==> src/rtl/particle_surface_absorber_core_macros.svh <==
// Assertion macros for the particle surface absorber.
// Included by the top level; no other dependencies.
`ifndef PARTICLE_SURFACE_ABSORBER_CORE_MACROS_SVH
`define PARTICLE_SURFACE_ABSORBER_CORE_MACROS_SVH

`ifndef ASSERT_OFF

// Same-cycle implication, disabled while reset is asserted.
`define PSA_ASSERT_IMP(lbl, clk_s, rstn_s, ante, cons, msg) \
  lbl: assert property (@(posedge clk_s) disable iff (!rstn_s) (ante) |-> (cons)) \
    else $error(msg);

// Next-cycle implication, disabled while reset is asserted.
`define PSA_ASSERT_NXT(lbl, clk_s, rstn_s, ante, cons, msg) \
  lbl: assert property (@(posedge clk_s) disable iff (!rstn_s) (ante) |=> (cons)) \
    else $error(msg);

`else

`define PSA_ASSERT_IMP(lbl, clk_s, rstn_s, ante, cons, msg)
`define PSA_ASSERT_NXT(lbl, clk_s, rstn_s, ante, cons, msg)

`endif

`endif

==> src/rtl/psa_pkg.sv <==
// Shared types and constants for the particle surface absorber.
// No dependencies; used by every module of the block.
package psa_pkg;

  localparam int DATA_W     = 32;
  localparam int IN_DATA_W  = 6 * DATA_W;
  localparam int LOST_CNT_W = 24;
  localparam int SUM_W      = 64;
  localparam int OUT_PAD_W  = 7;
  localparam int OUT_DATA_W = OUT_PAD_W + SUM_W + LOST_CNT_W + 1;
  localparam int CFG_IDX_W  = 3;

  // Register indexes on the configuration port.
  localparam logic [CFG_IDX_W-1:0] REG_SHAPE  = 3'd0;
  localparam logic [CFG_IDX_W-1:0] REG_AXIS   = 3'd1;
  localparam logic [CFG_IDX_W-1:0] REG_LOW_X  = 3'd2;
  localparam logic [CFG_IDX_W-1:0] REG_LOW_Y  = 3'd3;
  localparam logic [CFG_IDX_W-1:0] REG_LOW_Z  = 3'd4;
  localparam logic [CFG_IDX_W-1:0] REG_HIGH_X = 3'd5;
  localparam logic [CFG_IDX_W-1:0] REG_HIGH_Y = 3'd6;
  localparam logic [CFG_IDX_W-1:0] REG_HIGH_Z = 3'd7;

  // Shape codes.
  localparam logic [1:0] SHAPE_BOX       = 2'd0;
  localparam logic [1:0] SHAPE_ELLIPSOID = 2'd1;
  localparam logic [1:0] SHAPE_CYLINDER  = 2'd2;

  // Axis codes.
  localparam logic [1:0] AXIS_X      = 2'd0;
  localparam logic [1:0] AXIS_Y      = 2'd1;
  localparam logic [1:0] AXIS_Z      = 2'd2;
  localparam logic [1:0] AXIS_UNUSED = 2'd3;

  // Fixed-point 1.0 in Q.16 and Q.32.
  localparam logic [16:0] ONE_Q16 = 17'h1_0000;
  localparam logic [32:0] ONE_Q32 = 33'h1_0000_0000;

  // Reset values of the bounds.
  localparam logic [DATA_W-1:0] LOW_RESET  = 32'h0000_0000;
  localparam logic [DATA_W-1:0] HIGH_RESET = 32'h0001_0000;

  // Commands from the controller to the datapath.
  typedef struct packed {
    logic       load;
    logic       a_en;
    logic [1:0] a_axis;
    logic       b_en;
    logic [1:0] b_axis;
    logic       c_en;
    logic [1:0] c_axis;
    logic       finish;
    logic       div_start;
    logic       geom_wr;
    logic [1:0] geom_axis;
  } psa_cmd_t;

  // Status from the datapath to the controller.
  typedef struct packed {
    logic div_done;
    logic out_free;
  } psa_stat_t;

endpackage

==> src/rtl/psa_ctrl.sv <==
// Controller of the particle surface absorber: geometry pass sequencing and
// the per-particle stage schedule. Depends on psa_pkg.
module psa_ctrl (
  input  logic                          clk,
  input  logic                          rst_n,
  input  logic                          cfg_we,
  input  logic                          in_tvalid,
  output logic                          in_tready,
  input  psa_pkg::psa_stat_t            stat,
  output psa_pkg::psa_cmd_t             cmd,
  output logic                          geom_pend
);

  localparam logic [2:0] ST_IDLE       = 3'd0;
  localparam logic [2:0] ST_CALC       = 3'd1;
  localparam logic [2:0] ST_FINISH     = 3'd2;
  localparam logic [2:0] ST_GEOM_START = 3'd3;
  localparam logic [2:0] ST_GEOM_WAIT  = 3'd4;

  localparam logic [2:0] LAST_STEP = 3'd4;

  logic [2:0] state_r, state_nxt;
  logic [2:0] step_r, step_nxt;
  logic [1:0] axis_r, axis_nxt;
  logic       pend_r, pend_nxt;
  logic       geom_clr;

  assign in_tready = (state_r == ST_IDLE) && !pend_r;
  assign geom_pend = pend_r;

  // Stage enables follow the step counter: axis k enters stage A at step k.
  always_comb begin
    cmd           = '0;
    cmd.geom_axis = axis_r;
    cmd.a_axis    = step_r[1:0];
    cmd.b_axis    = 2'(step_r - 3'd1);
    cmd.c_axis    = 2'(step_r - 3'd2);
    if (state_r == ST_CALC) begin
      cmd.a_en = (step_r <= 3'd2);
      cmd.b_en = (step_r >= 3'd1) && (step_r <= 3'd3);
      cmd.c_en = (step_r >= 3'd2);
    end
    cmd.load      = in_tvalid && in_tready;
    cmd.finish    = (state_r == ST_FINISH) && stat.out_free;
    cmd.div_start = (state_r == ST_GEOM_START);
    cmd.geom_wr   = (state_r == ST_GEOM_WAIT) && stat.div_done && !cfg_we;
  end

  // State transitions.
  always_comb begin
    state_nxt = state_r;
    step_nxt  = step_r;
    axis_nxt  = axis_r;
    geom_clr  = 1'b0;
    case (state_r)
      ST_IDLE: begin
        if (pend_r) begin
          state_nxt = ST_GEOM_START;
          axis_nxt  = psa_pkg::AXIS_X;
        end else if (in_tvalid) begin
          state_nxt = ST_CALC;
          step_nxt  = '0;
        end
      end
      ST_CALC: begin
        if (step_r == LAST_STEP) begin
          state_nxt = ST_FINISH;
        end else begin
          step_nxt = step_r + 1'b1;
        end
      end
      ST_FINISH: begin
        if (stat.out_free) begin
          state_nxt = ST_IDLE;
        end
      end
      ST_GEOM_START: begin
        // A bound written now would miss this start, so begin again.
        if (cfg_we) begin
          axis_nxt = psa_pkg::AXIS_X;
        end else begin
          state_nxt = ST_GEOM_WAIT;
        end
      end
      ST_GEOM_WAIT: begin
        if (cfg_we) begin
          state_nxt = ST_GEOM_START;
          axis_nxt  = psa_pkg::AXIS_X;
        end else if (stat.div_done) begin
          if (axis_r == psa_pkg::AXIS_Z) begin
            state_nxt = ST_IDLE;
            geom_clr  = 1'b1;
          end else begin
            state_nxt = ST_GEOM_START;
            axis_nxt  = axis_r + 1'b1;
          end
        end
      end
      default: begin
        state_nxt = ST_IDLE;
      end
    endcase
  end

  // Any register write asks for a new geometry pass.
  always_comb begin
    pend_nxt = pend_r;
    if (cfg_we) begin
      pend_nxt = 1'b1;
    end else if (geom_clr) begin
      pend_nxt = 1'b0;
    end
  end

  always_ff @(posedge clk) begin
    if (!rst_n) begin
      state_r <= ST_IDLE;
      step_r  <= '0;
      axis_r  <= psa_pkg::AXIS_X;
      pend_r  <= 1'b1;
    end else begin
      state_r <= state_nxt;
      step_r  <= step_nxt;
      axis_r  <= axis_nxt;
      pend_r  <= pend_nxt;
    end
  end

endmodule

==> config.mk <==
export PLATFORM = sky130hd
export DESIGN_NAME = psa_ctrl
export DESIGN_NICKNAME = d
export VERILOG_FILES = /design/src/rtl/particle_surface_absorber_core_macros.svh /design/src/rtl/psa_pkg.sv /design/src/rtl/psa_ctrl.sv
export SDC_FILE = /design/constraint.sdc
export NUM_CORES = 1
export LEC_CHECK = 0
export BUFFER_PORTS_ARGS = -buffer_cell sky130_fd_sc_hd__buf_2
export CAP_MARGIN = 25
export CELL_PAD_IN_SITES_DETAIL_PLACEMENT = 1
export CELL_PAD_IN_SITES_GLOBAL_PLACEMENT = 1
export CORE_AREA = 3 3 50 52
export DETAILED_ROUTE_END_ITERATION = 12
export DIE_AREA = 0 0 53 55
export MAX_ROUTING_LAYER = met4
export PLACE_DENSITY_LB_ADDON = 0.1
export REMOVE_ABC_BUFFERS = 1
export SLEW_MARGIN = 20
export SYNTH_ARGS = -nofsm -noshare
export SYNTH_HDL_FRONTEND = slang
export SYNTH_SLANG_ARGS = --single-unit
==> constraint.sdc <==
create_clock -name clk -period 1.7 [get_ports clk]
set_input_delay 0 -clock clk [delete_from_list [all_inputs] [get_ports clk]]
set_output_delay 0 -clock clk [all_outputs]
set_load 0.01 [all_outputs]
# Yosys cells after proc, flatten, opt, wreduce, memory -nomap -nowiden
# Index checks and enable logic that the tools add are counted.
dict set report word_totals {
  reg_bits 9
  word_cells 71
}
dict set report classes {
  n_addsub 4
  n_lt_le_gt_ge 4
  reduce_logical 15
  bitwise_logic 1
  eq_ne 17
  mux 26
}
# cell n
set op_table {}
lappend op_table {{two-way mux 3 bit} 10}
lappend op_table {{case mux 3 bit (5 select lines)} 1}
lappend op_table {{!= test 2 bit, second input constant} 7}
lappend op_table {{two-way mux 2 bit} 6}
lappend op_table {{AND reduction 5 bit} 2}
lappend op_table {{!= test 3 bit, second input constant} 3}
lappend op_table {{two-way mux 1 bit} 7}
lappend op_table {{== test 3 x 2 -> 1 bit, second input constant} 2}
lappend op_table {{== test 3 bit, second input constant} 2}
lappend op_table {{<= comparator 3 x 2 -> 1 bit, second input constant} 2}
lappend op_table {{logical AND 1 bit} 6}
lappend op_table {{case mux 2 bit (3 select lines)} 1}
lappend op_table {{case mux 3 bit (2 select lines)} 1}
lappend op_table {{AND reduction 4 bit} 1}
lappend op_table {{adder 3 x 1 -> 3 bit, second input constant} 1}
lappend op_table {{== test 3 x 1 -> 1 bit, second input constant} 1}
lappend op_table {{>= comparator 3 x 1 -> 1 bit, second input constant} 1}
lappend op_table {{>= comparator 3 x 2 -> 1 bit, second input constant} 1}
lappend op_table {{logical NOT 3 bit} 1}
lappend op_table {{nonzero test 3 bit} 1}
lappend op_table {{adder 2 x 1 -> 2 bit, second input constant} 1}
lappend op_table {{== test 2 bit, second input constant} 1}
lappend op_table {{logical NOT 1 bit} 2}
lappend op_table {{!= test 2 x 1 -> 1 bit, second input constant} 1}
lappend op_table {{5 further kinds} 5}

# Logic depth before layout (Yosys ltp)
dict set report logic_depth {
  word_depth 5
  ltp_mapped 6
  depth_no_buf 6
}

# Worst setup path before layout
# No wires, ideal clock.
dict set report synth_path {
  path_kind {register to register}
  start {reg step_r[0]}
  end {reg step_r[1]}
  setup_slack_ns 0.293
  setup_time_ns 0.116
  path_stages_with_launch 7
  t_required_ns 1.584
  synth_period_minus_slack_ns 1.407
  path_buffers 0
  arrival_time_ns 1.291
  cell_sequence {dfxtp_1 inv_1 ha_1 and2_1 a2bb2oi_2 mux2i_1 nor2b_1}
}
dict set report synth_via {
  elab_chain_cells 3
}
# item line
set synth_lines {}
lappend synth_lines {{from (decl)} psa_ctrl.sv:23} ;# logic [2:0] step_r, step_nxt;
lappend synth_lines {{from (signal assigned)} psa_ctrl.sv:123} ;# step_r <= step_nxt;
lappend synth_lines {{adder 3 x 1 -> 3 bit or == test 3 bit (tied branches)} {psa_ctrl.sv:69, psa_ctrl.sv:66}}
lappend synth_lines {{two-way mux 3 bit or != test 2 bit (tied branches)} n/a}
lappend synth_lines {{case mux 3 bit (2 select lines) or AND reduction 4 bit (tied branches)} n/a}
# Parallel ways exist; a longest one is shown, timed or not. The select of a mux whose other input is x is not followed.
# A chain may end at the register's enable or synchronous reset.

==> results.md <==
- Status: finished, final reports clean
- Hold buffer count at CTS: 1
- Normalized max-slew margin: 77.9%
- Final #Nets: 127
- Largest family of logic cells by synthesized area: simple AND/OR/NAND/NOR gates
- Area Overhead vs Synth: 24.3%
- Layout cell share with drive strength beyond 1: 32.5%
- TritonCTS Buffers: 3
- Die Area: around 2900 sq um
- Most frequent cells in the layout: buf_2, dfxtp_1, inv_1, nand2_1
- CP arrival: 1540 ps
- Remaining design rule violation count: 0
- Floorplan row count: 17
- Main synth FF type: dfxtp_1
- Unrepaired setup endpoints after global routing: no
- Clock sink count: 9
- First drt pass iteration count: 3
- Syn Inst Count: 88
- Xor-xnor portion of the synthesized cell area: 0%
- Setup crit start kind: flop
- I/O Buffers: 22
- Largest net degree at the start of global routing: 14
- Post-synthesis mux area share: 8.28%
- Cell variety after synth: 32
- Root buffer cell: clkbuf_4
- Compound-Gate Fraction of Synth Area: 9.48%
- Maximum vdd drop: 0.334 mV
- Synth Area in Adders: between 10 and 15%
- Crit path max fanout: 8
- Initial antenna violation count: 0
- Worst setup slack after layout: around 160 ps
- Post-CTS setup buffer count: 0
- Overall die height: around 55 microns
- Mean Syn Cell Area: just over 8 sq um
- Vias per inst: 4.72
- Max Cap Viol: 0
- CTS H-tree depth: 1
- Mapped cell area: 726 sq um
- F_max: 648 MHz
- Synth Area in Simple Gates: 36.0%
- Antenna cells: 0
- Overflow after GRT: 0
- GPL Wtd Cong: 0.715
- Yosys warnings: 0
- Setup TNS Final: 0 ps
- Vias in the first global route: 631
- First-pass GRT wire length: 2890 microns
- Non-Filler Instances: 142
- Worst Max-Slew Pin Slew: 330 ps
- First-iteration detailed-routing DRC count: 1
- Worst min-delay path category: primary input to flop
- CP required: 1700 ps
- Final worst path period share: 90.7%
- Drt wl/cell: 12.0 microns
- Post-DRT Antenna Nets: 0
- Finish-stage setup viols: 0
- Post-synthesis sequential area ratio: between 20% and 30%
- Final instance area: 902 sq um
- Post-layout min period: ~1500 ps
- Boundary pin count: 23
- Leak: around 0.43 nW
- Clk buf depth: 2
- Final hold vios: 0
- CTS tree: built
- Via count: 670
- Placed cell count: 137
- Cell Area, Placed: 866 sq um
- Post-synth EDFFs: 0
- Worst clock skew: 10.8 ps
- Hold Slack: 46.7 ps
- HPWL after DPL: ~1400 microns
- Post-synth ARST share: 0%
- Drt total wl: 1710 microns
- Final Max Tran Viols: 0
- CP Capture Type: output pin
- Power Density: 1040 nW/um^2
- Initial Utilization: 33.8%
- Clk Latency, worst-skew pair: between 200 and 300 ps
- Placeable Area: 2150 sq um
- Post-CTS Resized: 0
- Post-synthesis register bit count: 9
- Clock transition at the registers of the reported paths: 70 ps
- GR Util All Layers: between 10% and 20%
- Most common cell after layout, fill and taps aside: buf_2
- Worst slack, placed: between 200 and 250 ps
- Critical path class: flop to output pin
- Die Width: 53 microns
[flip-flops by register name, indices dropped and copies added, names as in the netlist]
| signal | flops |
|---|---|
| step_r | 3 |
| axis_r | 2 |
| geom_pend | 1 |
| state_r | 3 |
[worst max-delay path: stages, from the launching register on]
cell and delay, ps:
dfxtp_1 380, or3b_1 540, nor3_1 210, buf_2 150
[logic make-up (layout without fill, tap and decap cells)]
kind of cell / after synthesis / after routing
simple gates: 42 / 42
buf+inv: 15 / 41
compound gates: 10 / 10
flops: 9 / 9
fa+ha+maj: 6 / 6
mux: 6 / 6
[per-layer routing]
layer  up-vias  wire length (microns)  track usage [%]
met4         0                     13             3.83
met5         -                      0                -
li1        350                      -                -
met3         2                     85             5.63
met1       303                    836             18.5
met2        15                    775             21.1
[area by class of cell]
| type | instances | area (sq um) |
|---|---|---|
| tap | 28 | 35.0 |
| multi-input combinational | 64 | 465 |
| timing repair buffer | 29 | 165 |
| fill | 283 | 1250 |
| inverter | 8 | 30.0 |
| clock buffer | 4 | 26.3 |
| sequential | 9 | 180 |
[worst paths after layout]
path / startpoint / endpoint / slack (ps) / cells after the start
worst max-delay path: state_r[1] / cmd[10] / 160 / 3
worst min-delay path: rst_n / geom_pend / 50 / 2
worst min register to register: axis_r[0] / axis_r[0] / 480 / 2
worst max register to register: state_r[1] / step_r[2] / 220 / 4
[power breakdown]
group | switching (mW) | internal (mW) | leakage, nW
Clock | 0.0745 | 0.0903 | 0.0150
Sequential | 0.0410 | 0.244 | 0.0733
Combinational | 0.262 | 0.229 | 0.339
[stage by stage]
stage | total power, mW | util, %
after floorplan | 0.603 | -
after global placement | 0.779 | 40.3
after detailed placement | 0.786 | 40.3
after CTS | 0.960 | 42.0
after global routing | 1.03 | 42.0
final | 0.941 | 42.0
[Yosys cell counts, types with 2 or more instances]
master / number / share of area [%]
a21oi_1: 2 / 1.4
nand3_1: 3 / 2.1
nand3b_1: 2 / 2.1
inv_1: 8 / 4.1
nand2_1: 7 / 3.6
o22ai_1: 2 / 1.7
nor2_1: 6 / 3.1
dfxtp_1: 9 / 25
or3b_1: 2 / 2.4
mux2i_1: 6 / 8.3
ha_1: 6 / 10
nand2b_1: 3 / 2.6
buf_4: 4 / 4.1
o21ai_0: 2 / 1.4
nor2b_1: 3 / 2.6
nor3_1: 3 / 2.1
and2_1: 5 / 4.3
(Power assumes the default switching activity.)
